==> config.mk <==
export PLATFORM = sky130hd
export DESIGN_NAME = autokey_cipher_27_symbol
export DESIGN_NICKNAME = d
export VERILOG_FILES = /design/src/akc27_pkg.sv /design/src/akc27_ram.sv /design/src/akc27_front.sv /design/src/akc27_fifo.sv /design/src/akc27_back.sv /design/src/autokey_cipher_27_symbol.sv
export VERILOG_INCLUDE_DIRS = /design/src /design/src/src
export SDC_FILE = /design/constraint.sdc
export NUM_CORES = 1
export LEC_CHECK = 0
export BUFFER_PORTS_ARGS = -buffer_cell sky130_fd_sc_hd__buf_4
export CAP_MARGIN = 5
export CORE_AREA = 2 2 177 179
export DETAILED_ROUTE_END_ITERATION = 10
export DIE_AREA = 0 0 179 181
export PLACE_DENSITY = 0.76
export SLEW_MARGIN = 25
export SYNTH_ARGS = -nofsm -noshare
export SYNTH_HDL_FRONTEND = slang
export SYNTH_SLANG_ARGS = --single-unit
==> constraint.sdc <==
create_clock -name clk -period 8.5 [get_ports clk]
set_clock_uncertainty 0.15 [all_clocks]
set_input_delay 1.275 -clock clk [delete_from_list [all_inputs] [get_ports clk]]
set_output_delay 1.275 -clock clk [all_outputs]
set_load 0.05 [all_outputs]
==> src/autokey_cipher_27_symbol_assert.svh <==
// Assertion macros for the autokey cipher block.
`ifndef AUTOKEY_CIPHER_27_SYMBOL_ASSERT_SVH
`define AUTOKEY_CIPHER_27_SYMBOL_ASSERT_SVH
`ifndef SYNTHESIS
`define AKC_ASSERT_IMP(lbl, clk, rst, ante, cons) \
  lbl: assert property (@(posedge clk) disable iff (rst) (ante) |-> (cons)) \
    else $error("assertion failed");
`define AKC_ASSERT_NXT(lbl, clk, rst, ante, cons) \
  lbl: assert property (@(posedge clk) disable iff (rst) (ante) |=> (cons)) \
    else $error("assertion failed");
`else
`define AKC_ASSERT_IMP(lbl, clk, rst, ante, cons)
`define AKC_ASSERT_NXT(lbl, clk, rst, ante, cons)
`endif
`endif

==> src/akc27_pkg.sv <==
// Shared types, codes and symbol tables for the autokey cipher.
package akc27_pkg;

  localparam logic [1:0] KIND_CLEAR = 2'd0;
  localparam logic [1:0] KIND_KEY   = 2'd1;
  localparam logic [1:0] KIND_TEXT  = 2'd2;

  localparam logic [4:0] CODE_DOT   = 5'd26;
  localparam logic [5:0] ALPHA_SIZE = 6'd27;
  localparam logic [7:0] CHAR_A     = 8'h41;
  localparam logic [7:0] CHAR_Z     = 8'h5A;
  localparam logic [7:0] CHAR_DOT   = 8'h2E;

  typedef struct packed {
    logic       valid;
    logic [4:0] code;
  } sym_t;

  // Control half of a queued operation; addresses travel beside it.
  typedef struct packed {
    logic       is_text;
    logic       key_empty;
    logic       ovf;
    logic [4:0] code;
  } ctl_t;

  function automatic sym_t sym_decode(input logic [7:0] b);
    sym_t       s;
    logic [7:0] diff;
    diff = b - CHAR_A;
    s.valid = 1'b0;
    s.code  = diff[4:0];
    if (b >= CHAR_A && b <= CHAR_Z) begin
      s.valid = 1'b1;
    end else if (b == CHAR_DOT) begin
      s.valid = 1'b1;
      s.code  = CODE_DOT;
    end
    return s;
  endfunction

  function automatic logic [7:0] code_char(input logic [4:0] c);
    return (c == CODE_DOT) ? CHAR_DOT : CHAR_A + {3'b000, c};
  endfunction

endpackage

==> src/akc27_ram.sv <==
// Simple dual-port RAM, one write and one registered read port.
module akc27_ram #(
  parameter int WIDTH = 5,
  parameter int DEPTH = 64,
  localparam int AW = (DEPTH > 1) ? $clog2(DEPTH) : 1
) (
  input  logic             clk,
  input  logic             we,
  input  logic [AW-1:0]    waddr,
  input  logic [WIDTH-1:0] wdata,
  input  logic             re,
  input  logic [AW-1:0]    raddr,
  output logic [WIDTH-1:0] rdata
);

  logic [WIDTH-1:0] mem [DEPTH];

  always_ff @(posedge clk) begin
    if (we) begin
      mem[waddr] <= wdata;
    end
    if (re) begin
      rdata <= mem[raddr];
    end
  end

endmodule

==> src/akc27_front.sv <==
// Front end: classifies beats and keeps the key queue pointers.
module akc27_front
  import akc27_pkg::*;
#(
  parameter int KEY_DEPTH = 64,
  localparam int AW = (KEY_DEPTH > 1) ? $clog2(KEY_DEPTH) : 1,
  localparam int CW = $clog2(KEY_DEPTH + 1)
) (
  input  logic          clk,
  input  logic          rst,
  input  logic          item_valid,
  output logic          item_stall,
  input  logic [1:0]    kind,
  input  logic [7:0]    symbol,
  input  logic          q_full,
  output logic          q_push,
  output ctl_t          q_ctl,
  output logic [AW-1:0] q_rd_addr,
  output logic [AW-1:0] q_wr_addr
);

  localparam int SW = CW + 1;

  logic [AW-1:0] head, head_next;
  logic [CW-1:0] count, count_next;
  logic          ovf, ovf_next;
  logic          accept;
  sym_t          sym;
  logic [SW-1:0] tail_sum;
  logic [SW-1:0] tail_wrap;
  logic [AW-1:0] tail;
  logic [AW-1:0] head_inc;

  assign item_stall = q_full;
  assign accept     = item_valid && !q_full;
  assign sym        = sym_decode(symbol);

  always_comb begin
    tail_sum  = SW'(head) + SW'(count);
    tail_wrap = (tail_sum >= SW'(KEY_DEPTH)) ? tail_sum - SW'(KEY_DEPTH) : tail_sum;
    tail      = tail_wrap[AW-1:0];
    head_inc  = (head == AW'(KEY_DEPTH - 1)) ? '0 : head + AW'(1);
  end

  always_comb begin
    head_next = head;
    count_next = count;
    ovf_next = ovf;
    q_push = 1'b0;
    q_ctl.is_text = (kind == KIND_TEXT);
    q_ctl.key_empty = (count == '0);
    q_ctl.ovf = ovf;
    q_ctl.code = sym.code;
    q_rd_addr = head;
    q_wr_addr = tail;
    if (accept) begin
      unique case (kind)
        KIND_CLEAR: begin
          head_next  = '0;
          count_next = '0;
        end
        KIND_KEY: begin
          if (sym.valid) begin
            if (count == CW'(KEY_DEPTH)) begin
              ovf_next = 1'b1;
            end else begin
              q_push     = 1'b1;
              count_next = count + CW'(1);
            end
          end
        end
        KIND_TEXT: begin
          if (sym.valid) begin
            q_push = 1'b1;
            // pop then push back: count only moves when the queue was empty
            if (count == '0) begin
              count_next = CW'(1);
            end else begin
              head_next = head_inc;
            end
          end
        end
        default: begin
        end
      endcase
    end
  end

  always_ff @(posedge clk) begin
    if (rst) begin
      head  <= '0;
      count <= '0;
      ovf   <= 1'b0;
    end else begin
      head  <= head_next;
      count <= count_next;
      ovf   <= ovf_next;
    end
  end

endmodule

==> src/akc27_fifo.sv <==
// Two-entry queue between front and back end.
module akc27_fifo #(
  parameter int W = 8
) (
  input  logic         clk,
  input  logic         rst,
  input  logic         push,
  input  logic [W-1:0] push_data,
  output logic         full,
  output logic         valid,
  input  logic         pop,
  output logic [W-1:0] pop_data
);

  logic [W-1:0] slot [2];
  logic         wr_ptr;
  logic         rd_ptr;
  logic [1:0]   cnt;

  assign full     = (cnt == 2'd2);
  assign valid    = (cnt != 2'd0);
  assign pop_data = slot[rd_ptr];

  always_ff @(posedge clk) begin
    if (push) begin
      slot[wr_ptr] <= push_data;
    end
  end

  always_ff @(posedge clk) begin
    if (rst) begin
      wr_ptr <= 1'b0;
      rd_ptr <= 1'b0;
      cnt    <= 2'd0;
    end else begin
      if (push) begin
        wr_ptr <= !wr_ptr;
      end
      if (pop) begin
        rd_ptr <= !rd_ptr;
      end
      cnt <= cnt + {1'b0, push} - {1'b0, pop};
    end
  end

endmodule

==> src/akc27_back.sv <==
// Back end: key RAM read, mod-27 combine, push-back write and result register.
module akc27_back
  import akc27_pkg::*;
#(
  parameter int KEY_DEPTH = 64,
  localparam int AW = (KEY_DEPTH > 1) ? $clog2(KEY_DEPTH) : 1
) (
  input  logic          clk,
  input  logic          rst,
  input  logic          encode_mode,
  input  logic          q_valid,
  input  ctl_t          q_ctl,
  input  logic [AW-1:0] q_rd_addr,
  input  logic [AW-1:0] q_wr_addr,
  output logic          q_pop,
  output logic          result_valid,
  input  logic          result_stall,
  output logic [7:0]    out_char,
  output logic [4:0]    out_code,
  output logic          key_overflow
);

  logic          s1_valid;
  ctl_t          s1_ctl;
  logic [AW-1:0] s1_wr_addr;
  logic          fwd;
  logic [4:0]    fwd_data;
  logic [4:0]    rdata;
  logic          out_free;
  logic          s1_adv;
  logic [4:0]    key;
  logic [5:0]    enc_sum;
  logic [5:0]    dec_sum;
  logic [4:0]    res;
  logic [4:0]    wdata;

  assign out_free = !result_valid || !result_stall;
  assign s1_adv   = s1_valid && (!s1_ctl.is_text || out_free);
  assign q_pop    = q_valid && (!s1_valid || s1_adv);

  akc27_ram #(
    .WIDTH(5),
    .DEPTH(KEY_DEPTH)
  ) u_key_ram (
    .clk  (clk),
    .we   (s1_adv),
    .waddr(s1_wr_addr),
    .wdata(wdata),
    .re   (q_pop),
    .raddr(q_rd_addr),
    .rdata(rdata)
  );

  always_comb begin
    key = s1_ctl.key_empty ? 5'd0 : (fwd ? fwd_data : rdata);
    enc_sum = {1'b0, s1_ctl.code} + {1'b0, key};
    if (enc_sum >= ALPHA_SIZE) begin
      enc_sum = enc_sum - ALPHA_SIZE;
    end
    if (s1_ctl.code >= key) begin
      dec_sum = {1'b0, s1_ctl.code} - {1'b0, key};
    end else begin
      dec_sum = {1'b0, s1_ctl.code} + ALPHA_SIZE - {1'b0, key};
    end
    res = encode_mode ? enc_sum[4:0] : dec_sum[4:0];
    // push-back value is always the plaintext symbol
    wdata = (s1_ctl.is_text && !encode_mode) ? res : s1_ctl.code;
  end

  always_ff @(posedge clk) begin
    if (rst) begin
      s1_valid     <= 1'b0;
      result_valid <= 1'b0;
    end else begin
      if (q_pop) begin
        s1_valid <= 1'b1;
      end else if (s1_adv) begin
        s1_valid <= 1'b0;
      end
      if (s1_adv && s1_ctl.is_text) begin
        result_valid <= 1'b1;
      end else if (!result_stall) begin
        result_valid <= 1'b0;
      end
    end
  end

  always_ff @(posedge clk) begin
    if (q_pop) begin
      s1_ctl     <= q_ctl;
      s1_wr_addr <= q_wr_addr;
      // RAM read returns old data when the write lands on the same edge
      fwd        <= s1_adv && (q_rd_addr == s1_wr_addr);
      fwd_data   <= wdata;
    end
    if (s1_adv && s1_ctl.is_text) begin
      out_char     <= code_char(res);
      out_code     <= res;
      key_overflow <= s1_ctl.ovf;
    end
  end

endmodule

==> src/autokey_cipher_27_symbol.sv <==
// Top level of the 27-symbol autokey Vigenere cipher.
//
//   channel  | direction | handshake                | payload
//   item     | in        | item_valid / item_stall  | kind, symbol
//   result   | out       | result_valid / result_stall | out_char, out_code, key_overflow
//   config   | in        | cfg_wen                  | cfg_wdata (encode_mode)
//
// One beat per cycle sustained while result_stall is low; a text beat reaches
// the result port through the queue slot, the key RAM read and the result
// register. The key RAM has one write and one read port; same-address
// write/read on one edge is covered by a bypass register. Reset clears
// pointers, queue and valid flags; the key RAM is not cleared.
// A result stall backs up through the back end into the two-entry queue, then
// onto item_stall.
module autokey_cipher_27_symbol
  import akc27_pkg::*;
#(
  parameter int KEY_DEPTH = 64
) (
  input  logic       clk,
  input  logic       rst,
  input  logic       cfg_wen,
  input  logic       cfg_wdata,
  input  logic       item_valid,
  output logic       item_stall,
  input  logic [1:0] kind,
  input  logic [7:0] symbol,
  output logic       result_valid,
  input  logic       result_stall,
  output logic [7:0] out_char,
  output logic [4:0] out_code,
  output logic       key_overflow
);

`include "autokey_cipher_27_symbol_assert.svh"

  localparam int AW = (KEY_DEPTH > 1) ? $clog2(KEY_DEPTH) : 1;
  localparam int QW = $bits(ctl_t) + 2 * AW;

  logic          encode_mode;
  logic          q_push;
  logic          q_full;
  logic          q_valid;
  logic          q_pop;
  ctl_t          f_ctl;
  logic [AW-1:0] f_rd_addr;
  logic [AW-1:0] f_wr_addr;
  ctl_t          b_ctl;
  logic [AW-1:0] b_rd_addr;
  logic [AW-1:0] b_wr_addr;

  always_ff @(posedge clk) begin
    if (rst) begin
      encode_mode <= 1'b0;
    end else if (cfg_wen) begin
      encode_mode <= cfg_wdata;
    end
  end

  akc27_front #(
    .KEY_DEPTH(KEY_DEPTH)
  ) u_front (
    .clk       (clk),
    .rst       (rst),
    .item_valid(item_valid),
    .item_stall(item_stall),
    .kind      (kind),
    .symbol    (symbol),
    .q_full    (q_full),
    .q_push    (q_push),
    .q_ctl     (f_ctl),
    .q_rd_addr (f_rd_addr),
    .q_wr_addr (f_wr_addr)
  );

  akc27_fifo #(
    .W(QW)
  ) u_fifo (
    .clk      (clk),
    .rst      (rst),
    .push     (q_push),
    .push_data({f_ctl, f_rd_addr, f_wr_addr}),
    .full     (q_full),
    .valid    (q_valid),
    .pop      (q_pop),
    .pop_data ({b_ctl, b_rd_addr, b_wr_addr})
  );

  akc27_back #(
    .KEY_DEPTH(KEY_DEPTH)
  ) u_back (
    .clk         (clk),
    .rst         (rst),
    .encode_mode (encode_mode),
    .q_valid     (q_valid),
    .q_ctl       (b_ctl),
    .q_rd_addr   (b_rd_addr),
    .q_wr_addr   (b_wr_addr),
    .q_pop       (q_pop),
    .result_valid(result_valid),
    .result_stall(result_stall),
    .out_char    (out_char),
    .out_code    (out_code),
    .key_overflow(key_overflow)
  );

  // a new result only follows an op popped from the queue earlier
  `AKC_ASSERT_IMP(a_result_from_pop, clk, rst, $rose(result_valid), $past(q_pop, 2))
  // queued ops are not lost while the back end holds
  `AKC_ASSERT_NXT(a_queue_holds, clk, rst, q_valid && !q_pop, q_valid)

endmodule

# Word-level counts from Yosys, hierarchy flattened
# Memory sizes are Yosys's and may differ from the RTL's. A register that Yosys moved wholly into a read port is not among the register bits.
# Cells that the tools add are included.
op_classes:
  n_eq_ne: 14
  n_mux: 34
  n_addsub: 13
  n_lt_le_gt_ge: 5
  reduce_logical: 27
op_table:
  columns: ["cell", "count"]
  rows:
  - ["5-bit two-way mux", 7]
  - ["6-bit two-way mux", 5]
  - ["7-bit two-way mux", 4]
  - ["7-bit case mux with 3 select lines", 1]
  - ["8-bit by 7-bit >= comparator with 1-bit output (second input constant)", 2]
  - ["1-bit two-way mux", 15]
  - ["6-bit case mux with 2 select lines", 1]
  - ["5-bit subtractor", 2]
  - ["6-bit by 7-bit adder with 8-bit output", 1]
  - ["7-bit by 5-bit adder with 8-bit output (first input constant)", 1]
  - ["8-bit by 6-bit equality test with 1-bit output (second input constant)", 1]
  - ["8-bit by 7-bit less-or-equal comparator with 1-bit output (second input constant)", 1]
  - ["1-bit zero test", 8]
  - ["2-bit inequality test (second input constant)", 4]
  - ["4-bit AND reduction", 2]
  - ["7-bit by 1-bit adder with 7-bit output (second input constant)", 1]
  - ["7-bit equality test (second input constant)", 1]
  - ["1-bit logical AND", 7]
  - ["7-bit zero test", 1]
  - ["5-bit by 5-bit adder with 6-bit output", 1]
  - ["6-bit by 1-bit adder with 6-bit output (second input constant)", 1]
  - ["6-bit equality test", 1]
  - ["6-bit equality test (second input constant)", 1]
  - ["6-bit by 5-bit >= comparator with 1-bit output (second input constant)", 1]
  - ["17 further kinds", 23]
word_totals:
  ram_bits: 360
  output_inout_bits: 16
  wordCells: 114
  reg_bits: 55
  mem_count: 2
mem_list:
  columns: ["memory", "depth", "word_bits", "rd", "rd_clocked_by_memory_dff", "write_ports", "line", "text"]
  rows:
  - ["u_back.u_key_ram.mem", 64, 5, 1, 1, 1, "akc27_ram.sv:16", "logic [WIDTH-1:0] mem [DEPTH];"]
  - ["u_fifo.slot", 2, 20, 1, 1, 1, "akc27_fifo.sv:15", "logic [W-1:0] slot [2];"]

# Depth between registers and ports, before layout
# Gate-level depths: netlist of run 1.
logic_depth:
  word_depth: 8
  depth_mapped: 16

# Hierarchy
# Synthesis of run 1 repeated with hierarchy kept, for this count alone.
hier_totals:
  hier_cells: 1065
  area_unflattened_um2: 18173.7
modules_own_cells:
  columns: ["mod", "instances", "area_each_um2", "cells_each", "seq_area_each_um2"]
  rows:
  - ["akc27_ram", 1, 12818.5, 610, 9759.4]
  - ["akc27_back", 1, 2273.4, 202, 1031.0]
  - ["akc27_fifo", 1, 1742.9, 83, 1301.2]
  - ["akc27_front", 1, 1305.0, 167, 280.3]
  - ["autokey_cipher_27_symbol", 1, 33.8, 3, 20.0]

# Least setup slack after synthesis of run 1
# Ideal clock, no wire load.
synth_timing:
  path_type: "flip-flop to flip-flop"
  from: "register u_back.fwd"
  to: "register u_back.fwd_data[0] (data pin)"
  period_less_slack_ps: 6151
  setup_time_ps: 710
  stages_incl_launch_ff: 14
  setup_slack_ps: 2349
  n_path_buf: 1
  arrival_time_ps: 5291
  cell_sequence: "edfxtp_1 -> clkbuf_1 -> mux2i_1 -> or2_2 -> inv_1 -> ha_1 -> fa_1 -> ha_1 -> nor2b_1 -> nor4b_4 -> a21bo_2 -> a21oi_2 -> xnor2_1 -> o21ai_0"
synth_between:
  elab_chain_len: 7
synth_rtl:
  columns: ["item", "line", "text"]
  rows:
  - ["from (decl)", "akc27_back.sv:26", "logic fwd;"]
  - ["from (signal assigned)", "akc27_back.sv:93", "fwd <= s1_adv && (q_rd_addr == s1_wr_addr);"]
  - ["5-bit two-way mux * (2 in series)", "akc27_back.sv:55", "key = s1_ctl.key_empty ? 5'd0 : (fwd ? fwd_data : rdata);"]
  - ["5-bit by 5-bit adder with 6-bit output", "akc27_back.sv:56", "enc_sum = {1'b0, s1_ctl.code} + {1'b0, key};"]
  - ["5-bit subtractor or 6-bit by 5-bit >= comparator with 1-bit output (tied branches)", "akc27_back.sv:58, akc27_back.sv:57", null]
  - ["5-bit two-way mux", "akc27_back.sv:57", "if (enc_sum >= ALPHA_SIZE) begin"]
  - ["5-bit two-way mux *", "akc27_back.sv:65", "res = encode_mode ? enc_sum[4:0] : dec_sum[4:0];"]
  - ["5-bit two-way mux *", "akc27_back.sv:67", "wdata = (s1_ctl.is_text && !encode_mode) ? res : s1_ctl.code;"]
  - ["net u_back.u_key_ram.wdata[0]", "akc27_ram.sv:10", "input logic [WIDTH-1:0] wdata,"]
  - ["to (signal assigned)", "akc27_back.sv:94", "fwd_data <= wdata;"]
  - ["to (decl)", "akc27_back.sv:27", "logic [4:0] fwd_data;"]
# The timed path passes the listed nets; every way through them passes the cells marked *.
# A chain may end at the register's enable or synchronous reset.

# Final worst setup path of run 1
layout_timing:
  from: "register u_back.fwd"
  to: "memory u_back.u_key_ram.mem[50][3] (data pin)"
layout_between:
  elab_chain_len: 7
layout_rtl:
  columns: ["item", "line"]
  rows:
  - ["5-bit two-way mux * (2 in series)", "akc27_back.sv:55"]
  - ["5-bit by 5-bit adder with 6-bit output", "akc27_back.sv:56"]
  - ["5-bit subtractor or 6-bit by 5-bit >= comparator with 1-bit output (tied branches)", "akc27_back.sv:58, akc27_back.sv:57"]
  - ["5-bit two-way mux", "akc27_back.sv:57"]
  - ["5-bit two-way mux *", "akc27_back.sv:65"]
  - ["5-bit two-way mux *", "akc27_back.sv:67"]
  - ["net u_back.u_key_ram.wdata[3]", "akc27_ram.sv:10"]
  - ["to (decl)", "akc27_ram.sv:16"]
# Marked as above.

==> results of run 1 <==
## final cells by class
cell class / instances / area, µm² / area share [%]
multi-input combinational: 594 / 5380 / 26.8
clock buffer: 47 / 1070 / 5.33
timing repair buffer: 48 / 360 / 1.80
sequential: 420 / 12400 / 61.8
inverter: 36 / 135 / 0.674
clock inverter: 25 / 225 / 1.12
tap: 396 / 495 / 2.47
## cell usage in the layout, fill, tap and decap left out, types with 15 or more instances in the layout
| cell type | instances |
|---|---|
| buf_4 | 48 |
| mux2_2 | 16 |
| dfxtp_1 | 22 |
| and2_1 | 26 |
| clkbuf_16 | 42 |
| a31oi_1 | 15 |
| nand2_1 | 64 |
| nor2_1 | 93 |
| edfxtp_1 | 398 |
| a21oi_1 | 31 |
| xnor2_1 | 23 |
| mux4_2 | 80 |
| a211oi_1 | 28 |
| ha_1 | 35 |
| inv_1 | 32 |
## metal layers
metal	track usage (%)	share of wire, %	up-vias
met4	7.51	3.0	0
met3	4.57	7.1	74
met2	35.0	49	362
met5	0	0	-
met1	31.6	41	4887
li1	-	-	4361
## critical path: cells and delay by family (launching register included)
kind / cells / cell delay [ns]
buffers and inverters: 1 / 0.53
DFF: 1 / 0.50
muxes: 2 / 0.39
adders and majority gates: 2 / 0.70
AOI/OAI and AO/OA: 3 / 0.56
and+or+nand+nor: 5 / 1.32
## flip-flops by register name, summed over array words and instances, names as in the netlist, 2 cells and up, named ones only
signal                  flops
u_back.u_key_ram.mem      320
u_fifo.slot                40
u_front.q_rd_addr           6
u_back.out_char             7
u_back.out_code             5
u_fifo.cnt                  2
u_back.u_key_ram.rdata      5
u_front.count               7
u_back.s1_ctl               8
u_back.fwd_data             5
u_back.s1_wr_addr           6
## power by group through the flow
| stage | Clock [mW] | Sequential, mW | Combinational (mW) |
|---|---|---|---|
| floorplan | 0 | 3.19 | 1.48 |
| global placement | 0 | 3.07 | 2.17 |
| detailed placement | 0 | 3.07 | 2.25 |
| CTS | 1.77 | 3.03 | 2.25 |
| global route | 1.85 | 3.04 | 2.46 |
| finish | 1.74 | 3.03 | 2.23 |
## stage by stage
stage | setup slack [ns] | cell area [µm²]
floorplan | 2.35 | 18100
global placement | 4.15 | 18800
detailed placement | 4.04 | 18800
CTS | 4.02 | 20100
global route | 3.73 | 20100
finish | 4.01 | 20100
## worst paths after layout
kind | startpoint | endpoint | depth (start not counted)
hold reg to reg | u_back.s1_ctl[5] | u_back.key_overflow | 0
hold / removal | u_back.s1_ctl[5] | u_back.key_overflow | 0
setup / recovery | u_back.fwd | u_back.u_key_ram.mem[50][3] | 13
setup reg to reg | u_back.fwd | u_back.u_key_ram.mem[50][3] | 13
## logic make-up (layout without fill, tap and decap cells)
group	after synthesis	after routing	synth area share, %
buffers and inverters	88	156	2.18
AOI/OAI and AO/OA	138	138	5.24
and+or+nand+nor	273	273	7.67
muxes	112	112	11.9
adders and majority gates	39	39	2.87
xor gates and xnor gates	31	31	1.50
DFF	420	420	68.6
other	1	1	0.0208
==> reports/metrics.csv, run 1 <==
stage,metric,value,unit
finish,Non-Filler Instances,1566,
drt,Vias/cell,6.18,
drt,final antenna-violating net count,0,
timing,Fin Setup TNS,0,ns
clock_tree,post-CTS resize count,0,
drt,Remaining DRCs,0,
critical_path,Critical Path Max Stage Delay,0.53,ns
critical_path,slowest CP cell,buf_4,
power_and_ir_drop,Gate power share,31.9,%
finish,Final nets,1196,
placement,input/output buffers,30,
drt,initial drt markers,889,
status,status,finished clean,
die,Die X,179,µm
synthesis,number of flops mapped to enable cells by yosys,398,
power_and_ir_drop,Net Sw Power,2.32,mW
critical_path,"Arr. time, crit path",4.60,ns
synthesis,Synth Instances,1102,
synthesis,"Seq/Total Area, Yosys",68.6,%
power_and_ir_drop,cell internal pwr,4.69,mW
grt,antenna violations before repair,0,
critical_path,WP data required,8.61,ns
critical_path,kind of critical path,flop to flop,
synthesis,most used flip-flop cell after synthesis,edfxtp_1,
power_and_ir_drop,clock network fraction of total power,24.9,%
critical_path,cell repeated most along the worst path,mux2i_1,
finish,# fillers,1968,
synthesis,Mapped Nets,1157,
synthesis,most common cell in the netlist,edfxtp_1,
synthesis,Yosys top cell area share,66.1,%
placement,DP Cell Count,1494,
timing,unrepaired setup endpoints after global routing,false,
finish,n_diodes,0,
timing,endpoints failing setup,0,
die,floorplan core area,0.0303,mm²
timing,Slew Limit Fails,0,
power_and_ir_drop,maximum VDD drop,0.298,mV
drt,routed wire length,35000,µm
die,row count,64,
clock_tree,CTS tree,built,
placement,routability cong.,0.821,
grt,vias in the first global route,9686,
finish,area grow syn2layout,11.0,%
synthesis,Yosys cell types,75,
drt,WL per Instance,22.3,µm
power_and_ir_drop,total power,7.01,mW
drt,1st-pass router iterations,5,
synthesis,Synth Register Bits,420,
timing,Slew @ Worst Pin,0.885,ns
clock_tree,clock insertion delay at the later pin of the skew report,0.55,ns
synthesis,Post-synth top cells,"edfxtp_1 (398), nor2_1 (93), mux4_2 (80), nand2_1 (64), ha_1 (35)",
critical_path,Critical Path Sink Type,flop,
run,Max Cap Viol,0,
critical_path,R2R Setup Slk,4.01,ns
clock_tree,CTS sink cnt,420,
timing,Max Fclk,223,MHz
hold_path,HP Class,flop to flop,
synthesis,"area leader, netlist",edfxtp_1,
synthesis,top post-synthesis cells by area,"edfxtp_1 (66%), mux4_2 (10%), dfxtp_1 (2.4%), ha_1 (2.4%), nor2_1 (1.9%)",
timing,Min Hold Slack,0.285,ns
power_and_ir_drop,switching share of total power,33.1,%
grt,first-pass GRT wire length,54800,µm
clock_tree,number of CTS-inserted buffers,41,
die,die area,0.0324,mm²
timing,minimum clock period,4.49,ns
finish,share of cells above drive strength 1,20.3,%
clock_tree,postcts setup bufs,0,
synthesis,mean post-synth cell area,16.4,µm²
die,Top Ports,32,
clock_tree,clock buffer depth,3,
clock_tree,clock-pin slew on the worst setup and hold paths,0.06,ns
synthesis,yosys warns,0,
grt,total congestion overflow,0,
critical_path,worst-path fanout max,65,
critical_path,"Critical Path, Cell by Cell",mux2i_1 -> or2_2 -> ha_1 -> fa_1 -> or3_1 -> a31o_2 -> nand2_2 -> mux2i_1 -> a2bb2oi_1 -> and3b_1 -> or2_1 -> o21ai_4 -> buf_4,
synthesis,Async SR Flop Fraction,0,%
clock_tree,hold buffers post-CTS,0,
placement,HPWL after DPL,21300,µm
die,Chip Height,181,µm
die,starting density of the core,59.5,%
synthesis,synthesized cell area,0.0181,mm²
drt,DR vias,9684,
critical_path,Startpoint Class,flop,
grt,pin count of the biggest net entering global routing,66,
power_and_ir_drop,PwrDens,349,mW/mm²
timing,max_slew headroom,40.8,%
timing,final hold vios,0,
clock_tree,H-tree depth,2,
timing,Final Cycle Share,52.9,%
power_and_ir_drop,Seq pwr share,43.3,%
clock_tree,clock root cell,clkbuf_16,
grt,overall routing resource usage,22.3,%
finish,fin util,66.1,%
power_and_ir_drop,static leakage,6.64,nW
Note: power is estimated with default switching activity, not from simulation.
==> run 2: changes to the inputs <==
Clock period 8.5 ns to 4.7 ns, I/O delays scaled along.
==> run 2 against run 1 <==
Sequential power is 80% higher; via count rose by 2.0%; critical path depth up 1; setup slack got worse by 3.6 ns; hold slack got worse by 0.018 ns; global-route usage is 0.28 points higher; design area grew 0.41%; flip-flop and latch count unchanged; critical endpoint is now u_back.u_key_ram.mem[44][0].
==> reports/metrics.csv, run 2 (synthesis gave the netlist of run 1 again) <==
stage,metric,value,unit
timing,Final Cycle Share,91.7,%
drt,routed wire length,35300,µm
power_and_ir_drop,static leakage,6.69,nW
clock_tree,clock insertion delay at the later pin of the skew report,0.54,ns
timing,Slew Limit Fails,0,
die,Top Ports,32,
hold_path,HP Class,input pin to flop,
power_and_ir_drop,Gate power share,33.1,%
die,starting density of the core,59.5,%
timing,Fin Setup TNS,0,ns
grt,pin count of the biggest net entering global routing,66,
power_and_ir_drop,Net Sw Power,4.15,mW
power_and_ir_drop,clock network fraction of total power,23.8,%
status,status,finished clean,
critical_path,kind of critical path,flop to flop,
finish,Largest regs,"u_back.u_key_ram.mem x320, u_fifo.slot x40, u_back.s1_ctl x8",
placement,routability cong.,0.814,
die,floorplan core area,0.0303,mm²
placement,DP Cell Count,1503,
power_and_ir_drop,PwrDens,630,mW/mm²
drt,WL per Instance,22.5,µm
grt,met2 usage,35.4,%
power_and_ir_drop,maximum VDD drop,0.412,mV
hold_path,hold path depth,3,
grt,met3 Use GR,4.08,%
placement,HPWL after DPL,22500,µm
grt,grt met1 use,33.0,%
timing,final hold vios,0,
drt,initial drt markers,1135,
die,die area,0.0324,mm²
clock_tree,clock root cell,clkbuf_16,
grt,vias in the first global route,9914,
clock_tree,clock-pin slew on the worst setup and hold paths,0.06,ns
finish,"most common cell after layout, fill and taps aside",edfxtp_1,
power_and_ir_drop,cell internal pwr,8.54,mW
finish,n_diodes,0,
finish,Top reg by flops,u_back.u_key_ram.mem,
clock_tree,CTS tree,built,
drt,DR vias,9876,
critical_path,Startpoint Class,flop,
critical_path,worst-path fanout max,28,
drt,1st-pass router iterations,5,
timing,Slew @ Worst Pin,0.715,ns
grt,antenna violations before repair,0,
finish,design area,0.0201,mm²
timing,Max Fclk,232,MHz
drt,final antenna-violating net count,0,
grt,first-pass GRT wire length,55500,µm
finish,share of cells above drive strength 1,20.6,%
run,Max Cap Viol,0,
die,Chip Height,181,µm
timing,max_slew headroom,51.3,%
clock_tree,postcts setup bufs,0,
die,row count,64,
power_and_ir_drop,total power,12.7,mW
finish,Final nets,1204,
timing,endpoints failing setup,0,
clock_tree,number of CTS-inserted buffers,40,
power_and_ir_drop,switching share of total power,32.7,%
critical_path,FF-to-FF path depth,14,
finish,area grow syn2layout,11.4,%
drt,Remaining DRCs,0,
placement,Placed Instance Area,0.0189,mm²
clock_tree,hold buffers post-CTS,0,
power_and_ir_drop,Seq pwr share,43.0,%
critical_path,Critical Path Sink Type,flop,
finish,most frequent cells in the layout,"edfxtp_1 (398), nor2_1 (93), mux4_2 (80), nand2_1 (64), buf_4 (50)",
finish,Non-Filler Instances,1571,
finish,fin util,66.4,%
die,Die X,179,µm
drt,Vias/cell,6.29,
critical_path,WP data required,4.89,ns
clock_tree,post-CTS resize count,0,
grt,total congestion overflow,0,
critical_path,"Arr. time, crit path",4.50,ns
grt,Top Usage Layer GRT,met2,
clock_tree,CTS sink cnt,420,
timing,unrepaired setup endpoints after global routing,false,
timing,minimum clock period,4.31,ns
finish,number of flip-flops in the largest register,320,
placement,input/output buffers,30,
clock_tree,H-tree depth,2,
grt,overall routing resource usage,22.6,%
clock_tree,clock buffer depth,3,
[run 2: cell count changes in the layout (fill, tap and decap cells not counted)]
cell / previous run / this run
buf_4: 48 / 50
clkinv_1: 10 / 5
bufinv_16: 3 / 2
clkinvlp_4: 3 / 1
clkbuf_1: 5 / 10
buf_12: 0 / 7
clkinv_2: 6 / 5
clkbuf_16: 42 / 40
clkbuf_8: 0 / 2
[run 2: final timing paths]
| path | startpoint | endpoint | slack (ns) |
|---|---|---|---|
| hold / removal | cfg_wdata | encode_mode | 0.27 |
| hold reg to reg | u_back.s1_ctl[5] | u_back.key_overflow | 0.29 |
| setup reg to reg | u_back.fwd | u_back.u_key_ram.mem[44][0] | 0.39 |
| setup / recovery | u_back.fwd | u_back.u_key_ram.mem[44][0] | 0.39 |
[run 2: area by class of cell]
class / instances / area (µm²)
clock inverters: 16 / 156
multi-input cells: 594 / 5380
well taps: 396 / 495
flip-flops and latches: 420 / 12400
clock buffers: 52 / 1070
repair buffers: 57 / 515
fillers: 2002 / 10200
inverters: 36 / 135
[run 2: worst max-delay path, stage by stage (launching register included)]
cell and delay (ns):
edfxtp_1 0.52, mux2i_1 0.23, or2_2 0.14, inv_1 0.05
ha_1 0.23, fa_1 0.45, xor2_1 0.22, nor2b_1 0.21
nor4b_4 0.32, a21bo_2 0.23, a21oi_2 0.07, xnor2_1 0.25
buf_4 0.20, o21ai_4 0.46, buf_4 0.38
[run 2: per-layer routing]
metal	share of wire, %	up-vias
li1	-	4380
met1	42	5044
met4	2.3	0
met3	7.1	61
met2	49	391
met5	0	-
[run 2: metrics by stage]
stage          hold slack, ns  worst slack [ns]
2_1_floorplan           0.250            0.0720
3_3_place_gp            0.287             0.555
3_5_place_dp            0.278             0.408
4_1_cts                 0.250             0.378
5_1_grt                 0.298            0.0646
6_report                0.267             0.391
[run 2: power by group through the flow]
stage	clock network [mW]	registers (mW)	logic, mW
finish	3.03	5.46	4.21
global placement	0	5.53	4.10
global route	3.22	5.49	4.61
detailed placement	0	5.54	4.22
CTS	3.07	5.46	4.23
floorplan	0	5.67	2.72
==> run 3: changes to the inputs <==
Settings changed: CORE_AREA 2 2 177 179 to 2 2 126 251, DIE_AREA 0 0 179 181 to 0 0 128 253.
==> run 3 against run 2 <==
Routed wire length grew 3.1%; combinational power barely moved; maximum frequency is 2.1% lower; sequential share of layout area rose by 0.065 points; count of clock-buffer cells in the layout fell by 12; largest cell class unchanged; highest routed layer unchanged.
==> reports/metrics.csv, run 3 (synthesis gave the netlist of run 1 again) <==
stage,metric,value,unit
critical_path,slowest CP cell,o21ai_4,
die,floorplan core area,0.0305,mm²
critical_path,Critical Path Max Stage Delay,0.88,ns
critical_path,"Critical Path, Cell by Cell",mux2i_1 -> or2_2 -> ha_1 -> fa_1 -> or3_1 -> a31o_2 -> nand4b_1 -> o21a_1 -> o21ai_0 -> o21ai_4 -> buf_4,
timing,Final Cycle Share,93.7,%
finish,Top reg by flops,u_back.u_key_ram.mem,
critical_path,RR Startpoint,u_back.fwd,
hold_path,hold path depth,0,
critical_path,WP buf/inv,1,
finish,n_diodes,0,
critical_path,WP data required,4.90,ns
die,die area,0.0324,mm²
timing,Max Fclk,227,MHz
clock_tree,CTS sink cnt,420,
die,Die X,128,µm
die,Top Ports,32,
drt,final antenna-violating net count,0,
clock_tree,H-tree depth,2,
timing,Slew Limit Fails,0,
critical_path,Startpoint Class,flop,
clock_tree,CTS tree,built,
die,Chip Height,253,µm
critical_path,R2R Setup Slk,0.30,ns
critical_path,kind of critical path,flop to flop,
finish,fin util,65.9,%
finish,number of flip-flops in the largest register,320,
placement,HPWL after DPL,23100,µm
finish,# fillers,2030,
drt,1st-pass router iterations,6,
grt,grt met1 use,28.8,%
critical_path,FF-to-FF path depth,11,
grt,vias in the first global route,10100,
critical_path,"Arr. time, crit path",4.61,ns
timing,max_slew headroom,31.5,%
clock_tree,clock-pin slew on the worst setup and hold paths,0.07,ns
drt,WL per Instance,23.6,µm
critical_path,worst-path fanout max,38,
finish,share of cells above drive strength 1,21.2,%
drt,Remaining DRCs,0,
critical_path,"CP delay by family, top",compound AO/OA/AOI/OAI gates,
finish,"most common cell after layout, fill and taps aside",edfxtp_1,
placement,routability cong.,0.864,
grt,pin count of the biggest net entering global routing,66,
drt,initial drt markers,1082,
drt,Vias/cell,6.32,
timing,endpoints failing setup,0,
power_and_ir_drop,maximum VDD drop,0.427,mV
clock_tree,post-CTS resize count,0,
power_and_ir_drop,PwrDens,638,mW/mm²
placement,input/output buffers,30,
grt,total congestion overflow,0,
clock_tree,postcts setup bufs,0,
status,status,finished clean,
critical_path,Critical Path Sink Type,flop,
finish,most frequent cells in the layout,"edfxtp_1 (398), nor2_1 (93), mux4_2 (80), nand2_1 (64), buf_4 (53)",
finish,Final nets,1201,
critical_path,r2r endpoint,u_back.u_key_ram.mem[50][4],
power_and_ir_drop,static leakage,6.70,nW
timing,unrepaired setup endpoints after global routing,false,
clock_tree,clock buffer depth,3,
clock_tree,clock root cell,clkbuf_16,
clock_tree,number of CTS-inserted buffers,36,
grt,met3 Use GR,3.42,%
die,starting density of the core,59.2,%
grt,antenna violations before repair,0,
drt,routed wire length,36400,µm
hold_path,Min-Delay Endpoint,u_back.key_overflow,
timing,final hold vios,0,
finish,area grow syn2layout,11.3,%
hold_path,hold_sp,u_back.s1_ctl[5],
grt,Top Usage Layer GRT,met2,
hold_path,HP Class,flop to flop,
drt,DR vias,9761,
clock_tree,clock insertion delay at the later pin of the skew report,0.53,ns
grt,first-pass GRT wire length,56200,µm
timing,minimum clock period,4.40,ns
timing,Fin Setup TNS,0,ns
timing,Slew @ Worst Pin,1.01,ns
clock_tree,hold buffers post-CTS,0,
grt,overall routing resource usage,23.0,%
die,row count,91,
grt,met2 usage,39.4,%
finish,Largest regs,"u_back.u_key_ram.mem x320, u_fifo.slot x40, u_back.s1_ctl x8",
run,Max Cap Viol,0,
==> run 3: where the power goes <==
part | internal [mW] | switching [mW] | total (mW)
Sequential | 5.32 | 0.153 | 5.47
Clock | 1.83 | 1.31 | 3.14
Combinational | 1.46 | 2.76 | 4.22
==> run 3: layer usage <==
metal	routed length, µm	up-vias
li1	-	4378
met3	2010	97
met4	1700	0
met1	13800	4893
met5	0	-
met2	18900	393
==> run 3: layout make-up <==
type | count | area (µm²) | area share (%)
Multi-Input combinational cell | 594 | 5380 | 26.8
Sequential cell | 420 | 12400 | 61.6
Inverter | 36 | 135 | 0.672
Timing Repair Buffer | 58 | 498 | 2.48
Tap cell | 372 | 465 | 2.31
Clock inverter | 24 | 308 | 1.53
Clock buffer | 40 | 937 | 4.66
==> run 3: metrics by stage <==
step                      worst slack (ns)  hold slack [ns]  area, µm²  total power [mW]  cells
final                                0.298            0.274      20100              12.8   1544
after global routing                0.0752            0.288      20100              13.4   1544
after CTS                            0.279            0.271      20100              12.9   1544
after detailed placement             0.313            0.256      18900              9.76   1480
after global placement               0.476            0.264      18900              9.58   1480
after floorplan                     0.0720            0.250      18100              8.40   1102
==> run 3: worst max-delay path by stage <==
stage	startpoint	to	slack, ns	cells past startpoint
floorplan	u_back.fwd	u_back.fwd_data[3]	0.07	14
global placement	u_back.fwd	u_back.u_key_ram.mem[48][4]	0.48	11
detailed placement	u_back.fwd	u_back.u_key_ram.mem[48][4]	0.31	11
CTS	u_back.fwd	u_back.u_key_ram.mem[61][4]	0.28	11
global route	u_back.fwd	u_back.u_key_ram.mem[54][4]	0.08	11
finish	u_back.fwd	u_back.u_key_ram.mem[50][4]	0.30	11
